## src/rtl/core/hfs_pkg.sv

```systemverilog
`timescale 1ns / 1ps
// ----------------------------------------------------------------------------
// hfs_pkg: shared types and constants for the half-float to sRGB converter
// Holds the lane configuration and passthrough types, register indexes and
// the sRGB encoding threshold table, built at elaboration.
// ----------------------------------------------------------------------------
package hfs_pkg;

  localparam int unsigned LANE_COUNT = 3;
  // One decode/scale stage, one shift stage and eight search stages.
  localparam int unsigned LANE_DEPTH = 10;

  localparam logic MODE_HALF = 1'b0;
  localparam logic MODE_BYTE = 1'b1;

  localparam logic REG_FORMAT_MODE   = 1'b0;
  localparam logic REG_INVERSE_WHITE = 1'b1;

  localparam logic [24:0] ONE_Q24 = 25'h100_0000;
  localparam logic [7:0]  PAD_BYTE = 8'hFF;

  typedef struct packed {
    logic        mode;
    logic [15:0] inv_white;
  } hfs_lane_cfg_t;

  typedef struct packed {
    logic       mode;
    logic [7:0] data;
  } hfs_pass_t;

  typedef logic [24:0] thr_tab_t [256];

  // Entry k is the smallest 1.24 linear value whose encoded byte is at least k.
  // The power segment is solved exactly as L^5 * 538050^12 >= N^12 * 2^120.
  function automatic thr_tab_t thr_build();
    thr_tab_t     tab;
    logic [383:0] den;
    logic [383:0] rhs;
    logic [383:0] lhs;
    logic [63:0]  num;
    logic [31:0]  nk;
    logic [24:0]  lo;
    logic [24:0]  hi;
    logic [24:0]  mid;
    tab[0] = '0;
    for (int k = 1; k <= 10; k++) begin
      num = 64'((2 * k - 1) * 10) << 24;
      tab[k] = 25'((num + 64'd65891) / 64'd65892);
    end
    den = 384'd1;
    for (int i = 0; i < 12; i++) begin
      den = den * 384'd538050;
    end
    for (int k = 11; k <= 255; k++) begin
      nk = 32'((2 * k - 1) * 1000 + 28050);
      rhs = 384'd1;
      for (int i = 0; i < 12; i++) begin
        rhs = rhs * 384'(nk);
      end
      rhs = rhs << 120;
      lo = '0;
      hi = ONE_Q24;
      for (int it = 0; it < 26; it++) begin
        if (lo < hi) begin
          mid = lo + ((hi - lo) >> 1);
          lhs = den;
          for (int j = 0; j < 5; j++) begin
            lhs = lhs * 384'(mid);
          end
          if (lhs >= rhs) begin
            hi = mid;
          end else begin
            lo = mid + 25'd1;
          end
        end
      end
      tab[k] = lo;
    end
    return tab;
  endfunction

  localparam thr_tab_t THR_TAB = thr_build();

endpackage

```

## src/rtl/core/hfs_merge.sv

```systemverilog
`timescale 1ns / 1ps
// ----------------------------------------------------------------------------
// hfs_merge: output word assembly and output register
// Packs the three lane bytes and the pad byte and holds the word until the
// downstream side takes it; tells the lanes when they may advance.
// ----------------------------------------------------------------------------
module hfs_merge (
  input  logic        clk,
  input  logic        rst_n,
  input  logic        vld_i,
  input  logic [7:0]  blue_i,
  input  logic [7:0]  green_i,
  input  logic [7:0]  red_i,
  output logic        adv_o,
  output logic        out_tvalid,
  input  logic        out_tready,
  output logic [31:0] out_tdata
);
  import hfs_pkg::*;

  logic        valid_r;
  logic [31:0] data_r;

  assign adv_o = !valid_r || out_tready;

  always_ff @(posedge clk) begin
    if (!rst_n) begin
      valid_r <= 1'b0;
    end else if (adv_o) begin
      valid_r <= vld_i;
    end
  end

  always_ff @(posedge clk) begin
    if (adv_o) begin
      data_r <= {PAD_BYTE, red_i, green_i, blue_i};
    end
  end

  assign out_tvalid = valid_r;
  assign out_tdata  = data_r;

endmodule

```

## config.mk

```make
export PLATFORM = sky130hd
export DESIGN_NAME = hfs_merge
export DESIGN_NICKNAME = d
export VERILOG_FILES = /design/src/rtl/core/hfs_pkg.sv /design/src/rtl/core/hfs_merge.sv
export SDC_FILE = /design/constraint.sdc
export NUM_CORES = 1
export LEC_CHECK = 0
export ABC_AREA = 1
export BUFFER_PORTS_ARGS = -buffer_cell sky130_fd_sc_hd__buf_2
export CORE_MARGIN = 2
export CORE_UTILIZATION = 41
export CTS_CLUSTER_SIZE = 16
export DETAILED_ROUTE_END_ITERATION = 8
export PLACE_DENSITY = 0.87
export SYNTH_ARGS = -nofsm -noshare
export SYNTH_HDL_FRONTEND = slang
export SYNTH_SLANG_ARGS = --single-unit
```

## constraint.sdc

```tcl
create_clock -name clk -period 1.57 [get_ports clk]
set_input_delay 0.157 -clock clk [delete_from_list [all_inputs] [get_ports clk]]
set_output_delay 0.157 -clock clk [all_outputs]
set_load 0.05 [all_outputs]
```

* Word-level counts from Yosys, hierarchy flattened
Index checks and enable logic that the tools add are counted.
Operators by class: add/sub/neg operators 0, $mul 0, div/mod/pow operators 0, $lt $le $gt $ge 0, equality and inequality tests 0, shift-type cells 0, muxes and demuxes 0, bitwise operators 0, reductions and logical operators 2
Operators by type and width (number):
- 1-bit zero test | 1
- 1-bit logical OR | 1
Word-level totals: register bits 25, latch bits 0, bits in writable memories 0, bits in read-only memories 0, bits of input ports 28, output and inout port bits 34, logic and storage cells 4, memories 0

* Longest topological paths before layout
Gate-level depths: netlist of run 1.
depth after elaboration 2, gate-level depth with buffers 3, depth with buffers taken out 3

* Worst setup path after synthesis of run 1
Ideal clock, no wire load.
path type flip-flop to flip-flop, start reg valid_r (netlist: out_tvalid), end reg data_r[0] (netlist: out_tdata[0]) (enable), setup time 423 ps, arrival time 1157 ps, required time 1147 ps, slack -10 ps, cell stages (with the launch flop) 2, buffers on the path 0, period minus slack after synthesis 1580 ps, path through dfxtp_1 -> nand2_2
On the way: word-level cells in the longest chain between the ends 2
RTL lines:
- from (decl) | RTL line hfs_merge.sv:21 | logic valid_r;
- from (signal assigned) | RTL line hfs_merge.sv:30 | valid_r <= vld_i;
- 1-bit zero test | RTL line hfs_merge.sv:24 | assign adv_o = !valid_r || out_tready;
- 1-bit logical OR | RTL line hfs_merge.sv:24
- via adv_o | RTL line hfs_merge.sv:14 | output logic adv_o,
- to (signal assigned) | RTL line hfs_merge.sv:36 | data_r <= {PAD_BYTE, red_i, green_i, blue_i};
- to (decl) | RTL line hfs_merge.sv:22 | logic [31:0] data_r;
The timed path passes the listed nets, and every way through them passes these cells. A chain may end at the register's enable or synchronous reset.

* Worst setup path in the final report of run 1
start reg valid_r (netlist: out_tvalid), end out adv_o
On the way: word-level cells in the longest chain between the ends 2
RTL lines (RTL line):
- 1-bit zero test | hfs_merge.sv:24
- 1-bit logical OR | hfs_merge.sv:24
- to (decl) | hfs_merge.sv:14
Every way passes these cells.

==> summary by stage, run 1 <==
Yosys
The synthesized instance count is 39. The dominant combinational cell family by area after synthesis is buffers and inverters. After synthesis, flip-flops and latches occupy 89.2% of the total area. Dividing the synthesized area by the synthesized cell count gives 21.3 sq um. The fraction of the mapped netlist area in compound gates is 1.05%. Sorting the synthesized cells by area gives the leading types as sky130_fd_sc_hd__edfxtp_1, sky130_fd_sc_hd__buf_4, sky130_fd_sc_hd__dfxtp_1, sky130_fd_sc_hd__inv_1, sky130_fd_sc_hd__a21oi_2. Of the total synthesized cell area, the portion taken by XOR and XNOR cells is 0%. Yosys printed 0 warnings. By count the netlist is led by sky130_fd_sc_hd__edfxtp_1, sky130_fd_sc_hd__buf_4, sky130_fd_sc_hd__inv_1. The synthesized netlist devotes 0% of its cell area to adder and majority cells. Counting distinct cell types in the post-synthesis netlist gives 7. The most used standard cell by instance count after synthesis is sky130_fd_sc_hd__edfxtp_1.

The mux share of post-synthesis cell area is 0%. sky130_fd_sc_hd__edfxtp_1 takes more of the synthesized area than any other cell. The most common flop cell mapped by yosys is sky130_fd_sc_hd__edfxtp_1. The synthesized flop and latch total is 25. Summing the areas of all and, or, nand and nor instances in the mapped netlist gives 0.753% of the synthesized area.

The synthesized design devotes to its leading area cell type 86.7% of total area. The mapped cell area is 831 sq um. The share of synthesized registers carrying an async set or reset is 0%. The number of synthesized flops with an enable pin is 24.

Finish
The final design area excluding fillers is 1290 sq um. The total area of multi-input combinational cells is 50.0 sq um. The number of antenna diodes in the final layout is 0. The area growth from synthesis to layout is 55.0%. The final net count is 140. Of the cells placed in the final design, the portion with a size suffix greater than 1 is 52.3%. In the final layout, flip-flops and latches occupy 741 sq um. The number of filler cells placed in the layout is 153.

Outcome
The flow ran to the end, and the final reports show no timing, DRC or antenna violations.

Global routing
Global routing finished with a remaining overflow of 0. The via count of the first global-routing pass is 498. The initial antenna violation count is 0.

For this run, the total global-route usage over all layers was measured as 12.5%. The first global-routing pass estimated 2100 um of wire. The largest net degree at the start of global routing is 27.

Floorplan
The core footprint is 1940 sq um. The number of primary I/O pins is 62. The floorplan step defined a die boundary enclosing 2400 sq um. The initial utilization of the core area, before any placement, comes to 42.8%.

The number of rows created at floorplan is 16. The die span in y is 49.0 um. The die width is 49.0 um.

Timing
Setup violations remaining at the end of the flow were counted as 0. After layout, the worst setup slack is 0.137 ns. The final critical path takes up 91.3% of the cycle.

The max-slew violation count came to 0. The worst clock skew is 0.00369 ns. The final hold violation count is 0.

Summed over all failing endpoints, the final setup total negative slack is 0 ns. After layout, the minimum clock period comes to 1.43 ns. Setup repair after global routing left no endpoint under its margin. Static timing analysis puts the maximum clock frequency at 698 MHz.

CTS
The latest clock arrival within the worst-skew pair is 0.30 ns. The root buffer cell chosen for the clock tree is sky130_fd_sc_hd__clkbuf_4. The number of buffers added for setup after CTS is 0. TritonCTS created 3 clock buffers. The clock tree from TritonCTS is built. Clock tree synthesis found a total of 25 sinks. CTS built an H-tree with a depth of 1. No sink is reached through more buffers than the 2 on the longest clock path. The clock slew seen by the registers of the worst setup and hold paths is 0.12 ns.

Critical path
The kind of start point of the critical path is a register. The endpoint kind of the worst setup timing path is an output pin. Data on the critical path arrives at its endpoint at 1.28 ns.

The required arrival time at the worst endpoint is 1.41 ns. Along the worst path, the maximum fanout reaches 26. The category of the most critical setup path is reg2out.

Placed design
The count of input and output buffers is 53. The pre-CTS worst setup slack is 0.491 ns. Once detailed placement completed, the half-perimeter wirelength came to 1080 um. Once placement finished, the instance area stood at 1100 sq um. The congestion estimate from routability-driven global placement came to 0.660.

Detailed routing
In this run the remaining antenna-violating nets after routing total 0. The number of design-rule violations left by the first detailed-router iteration is 2. After detailed routing, the average wire length per cell comes to 12.3 um. For this run, design rule violations remaining after detail routing come to 0. The total wire length after detailed routing is 1690 um. Dividing the detail-routed via count by the number of cells gives 4.07. The total via count after detailed routing is 561. The length of the first detailed-routing pass in iterations is 3.

Power and ir drop
The maximum resistive drop on vdd is 659 uV. Summed over all cells, the static leakage comes to 0.598 nW. In this run the power density over the cells is 1080 nW/um^2.

Worst hold path
The min-delay analysis places its worst path in the category in2reg.

Job
Across the run, the number of max-cap violations was 0.
## final timing paths
check,from,to,slack [ns],cells past startpoint
worst max-delay path,out_tvalid,adv_o,0.14,2
worst min-delay path,red_i[7],out_tdata[23],0.02,1
worst max register to register,out_tvalid,out_tdata[6],0.61,1
worst min register to register,out_tvalid,out_tvalid,0.76,2
## registers in the layout (all words and copies together), names as in the netlist
name,flops
out_tdata,24
out_tvalid,1
## per-stage QoR
step	total power (W)	hold WS, ns	instances	util [%]
after floorplan	0.00104	0.256	46	-
after global placement	0.00110	0.335	118	56.7
after detailed placement	0.00110	0.335	118	56.7
after CTS	0.00136	0.00971	122	58.1
after global routing	0.00144	0.00674	138	66.3
final	0.00139	0.0201	138	66.3
## critical path, cell delays in order (launching register included)
cell,delay (ns)
sky130_fd_sc_hd__dfxtp_1,0.36
sky130_fd_sc_hd__nand2_4,0.28
sky130_fd_sc_hd__buf_2,0.33
## final cells by class
cell class | count | share of cell area (%)
clock buffers | 4 | 2.04
inverters | 3 | 0.875
multi-input cells | 10 | 3.89
flip-flops and latches | 25 | 57.5
well taps | 27 | 2.62
repair buffers | 69 | 33.0
## cell usage in the layout, fill, tap and decap left out
cell type                       netlist  routed
sky130_fd_sc_hd__buf_2                0      53
sky130_fd_sc_hd__edfxtp_1            24      24
sky130_fd_sc_hd__dlygate4sd3_1        0      16
sky130_fd_sc_hd__conb_1               1       8
sky130_fd_sc_hd__inv_1                3       3
sky130_fd_sc_hd__clkbuf_4             0       3
sky130_fd_sc_hd__nand2_4              0       1
sky130_fd_sc_hd__a21oi_2              1       1
sky130_fd_sc_hd__clkbuf_1             0       1
sky130_fd_sc_hd__dfxtp_1              1       1
## layer usage
metal  GRT usage [%]  routed length (um)  vias to the layer above
met5               0                   0                        -
met1            11.1                 488                      257
met4            10.0                  67                        0
li1                -                   -                      265
met2            24.0                1060                       31
met3            2.15                  81                        8
## logic make-up (layout without fill, tap and decap cells)
family / after synthesis / count (layout)
flops: 25 / 25
buf+inv: 11 / 76
other cells: 1 / 8
compound gates: 1 / 1
simple gates: 1 / 1
## power breakdown
| group | internal, W | switching [W] | total (W) | leakage (nW) |
|---|---|---|---|---|
| Clock | 0.0000990 | 0.000168 | 0.000267 | 0.0150 |
| Combinational | 0.0000811 | 0.000247 | 0.000328 | 0.326 |
| Sequential | 0.000780 | 0.0000112 | 0.000791 | 0.257 |
## timing repair
| action | in CTS | in global routing |
|---|---|---|
| hold buffers | 0 | 16 |
| hold endpoints to repair | 0 | 16 |
| resized for setup | 0 | 0 |
Note: power is estimated with default switching activity, not from simulation.
==> run 2, diff against run 1 <==
Settings changed: REMOVE_ABC_BUFFERS from default to 1.
==> run 2 against run 1 <==
First-iteration DRC count decreased by 50%. Final area fell by 6.3%. Critical path depth unchanged. Clock power about the same. Core utilization shrank 4.2 points. Critical path type unchanged. Largest cell class unchanged.
==> summary by stage, run 2 (synthesized netlist as in run 1, its figures left out) <==
Outcome
The run finished with clean final reports.

Finish
The filler cells instantiated in the layout total 157. The flip-flop count of the largest register after layout is 24. 0 antenna diodes ended up in the layout.

In the final layout, the share of cells above drive strength 1 is 58.8%. From synthesis to final layout, the design area changed by 45.2%. The final design area excluding fillers is 1210 sq um. The top cell types in the final layout, fill and taps aside, are sky130_fd_sc_hd__buf_2, sky130_fd_sc_hd__edfxtp_1, sky130_fd_sc_hd__conb_1, sky130_fd_sc_hd__dlygate4sd3_1. The most common cell after layout, fill and taps aside is sky130_fd_sc_hd__buf_2.

The multi-input combinational cells in the finished layout cover a total of 45.0 sq um. The utilization after layout is 62.1%. The area occupied by registers is 741 sq um. The final net count is 131.

Worst hold path
The worst hold path terminates at out_tdata[5]. The cell depth of the worst hold path is 1. The path class of the lowest-slack min-delay path is in2reg. The launch instance of the worst min-delay path is blue_i[5].

CTS
The depth of the CTS H-tree is 1. The latest clock arrival within the worst-skew pair is 0.30 ns. The root buffer cell is sky130_fd_sc_hd__clkbuf_4. The clock slew seen by the registers of the worst setup and hold paths is 0.13 ns. Post-CTS repair changed the size of 0 cells.

The number of clock buffers added by TritonCTS is 3. Clock tree synthesis found a total of 25 sinks. The clock tree from TritonCTS is built. The maximum clock insertion buffer count is 2.

Global routing
Entering global routing, the biggest net connects 16 pins. The first global-routing pass estimated 1700 um of wire. Global routing finished with a remaining overflow of 0. The via count of the first global-routing pass came to 409. The initial antenna violation count came to 0. The total global routing track utilization is 9.71%.

Timing
The final hold violation count is 0. Of the available clock period, the critical path in the final layout requires 90.2%. The final critical path time including I/O delays and setup is 1.42 ns. The worst clock skew is 0.00193 ns. Adding up every negative setup slack in the final design gives 0 ns. The max-slew violation count is 0. The number of setup violations in the final report is 0. Setup repair after global routing left no endpoint under its margin.

The worst path meets setup with 0.153 ns of slack. The achievable frequency is 706 MHz.

Placed design
The placed wire-length estimate is 967 um. Buffers placed on the I/O ports in this run total 53. The weighted congestion at the end of routability-driven global placement is 0.694. The pre-CTS worst setup slack is 0.500 ns. The instance area after placement is 1120 sq um.

Detailed routing
The average routed wire per standard cell is 9.40 um. In the routed design, unresolved DRC markers number 0. The number of antenna-violating nets in the routed design is 0. The total via count after detailed routing is 498. After detailed routing, the total wire length is 1210 um. In this run, the number of DRC markers left after iteration 0 of detailed routing was 1.

The number of vias per cell is 3.86. The length of the first detailed-routing pass in iterations is 3.

Critical path
The worst register-to-register path begins at out_tvalid. The largest individual stage delay along the critical path comes from the cell sky130_fd_sc_hd__dfxtp_1. Data on the critical path is required at its endpoint by 1.41 ns.

The peak fanout along the critical path is 14. By startpoint and endpoint, the worst setup path is classified as reg2out. Measured in cells, the most critical reg-to-reg path has a length of 2. The kind of start point of the critical path is a register.

The endpoint kind of the worst setup timing path is an output pin. The capture point of the worst reg-to-reg path is out_tdata[6]. The signal on the critical path passes through nand2_2, buf_2. The arrival time of the worst setup path is 1.26 ns. The largest single stage delay on the critical path is 0.34 ns. The setup slack of the most critical reg-to-reg path is 0.49 ns.

Power and ir drop
The fraction of power spent switching nets is 30.9%. The design internal power is 0.000945 W. The clock network fraction of total power is 19.7%. The part of the power in registers is 57.7%. Total power for the finished layout comes to 0.00137 W.

The power density relative to cell area is 1130 nW/um^2. The share of total power dissipated in combinational logic is 22.6%. In this run the static leakage power is 0.560 nW. In this run the power spent charging and discharging nets is 0.000423 W. IR analysis of the VDD net gives a maximum drop of 692 uV.

Floorplan
The die is 49.0 um tall. The die covers 2400 sq um. In this run the horizontal extent of the chip is 49.0 um.

The core footprint is 1940 sq um. The initial utilization of the core area, before any placement, comes to 42.8%. Pin placement for this block handled 62 I/O pins. The floorplan has 16 rows.

Job
Max-cap violations in this run came to 0.
-- run 2: cell count changes in the layout (fill, tap and decap cells not counted), sizes merged --
cell / previous run / this run
buf: 53 / 54
clkbuf: 4 / 3
clkinvlp: 0 / 1
dlygate4sd3: 16 / 6
-- run 2: how the worst max path moves through the flow --
| stage | start | slack, ns | cells past startpoint | end |
|---|---|---|---|---|
| finish | out_tvalid | 0.15 | 2 | adv_o |
| global placement | out_tvalid | 0.52 | 2 | adv_o |
| global route | out_tvalid | 0.09 | 2 | adv_o |
| detailed placement | out_tvalid | 0.50 | 2 | adv_o |
| floorplan | out_tvalid | -0.01 | 1 | out_tdata[0] |
| CTS | out_tvalid | 0.14 | 2 | adv_o |
-- run 2: worst max-delay path: cells and delay by family (launching register included) --
family / cells / cell delay, ns
flip-flops: 1 / 0.34
buffers and inverters: 1 / 0.33
AND/OR/NAND/NOR: 1 / 0.28
-- run 2: timing repair --
| action | CTS | global route |
|---|---|---|
| endpoints found under the setup margin | 0 | 0 |
| setup buffers | 0 | 0 |
| endpoints found under the hold margin | 0 | 6 |
| hold buffers | 0 | 6 |
-- run 2: area by class of cell --
class	count	share of cell area (%)
clock buffer	3	1.87
timing repair buffer	60	28.6
sequential	25	61.4
tap	27	2.80
inverter	3	0.934
clock inverter	1	0.622
multi-input combinational	10	3.73
-- run 2: stage by stage --
stage          hold slack (ns)  std cells
2_1_floorplan            0.256         38
3_3_place_gp             0.335        119
3_5_place_dp             0.336        119
4_1_cts                 0.0116        123
5_1_grt               0.000911        129
6_report                0.0210        129
-- run 2: layer usage --
layer	wire length, um	up-vias	GRT usage [%]
met2	671	30	19.6
li1	-	250	-
met5	0	-	0
met1	431	218	9.00
met3	110	0	3.07
met4	0	0	2.86
-- run 2: power groups by stage --
stage / Combinational [W] / Sequential, W / Clock [W]
6_report: 0.000308 / 0.000790 / 0.000270
3_5_place_dp: 0.000299 / 0.000806 / 0
5_1_grt: 0.000321 / 0.000794 / 0.000304
4_1_cts: 0.000299 / 0.000790 / 0.000282
2_1_floorplan: 0.0000576 / 0.000969 / 0
3_3_place_gp: 0.000297 / 0.000804 / 0
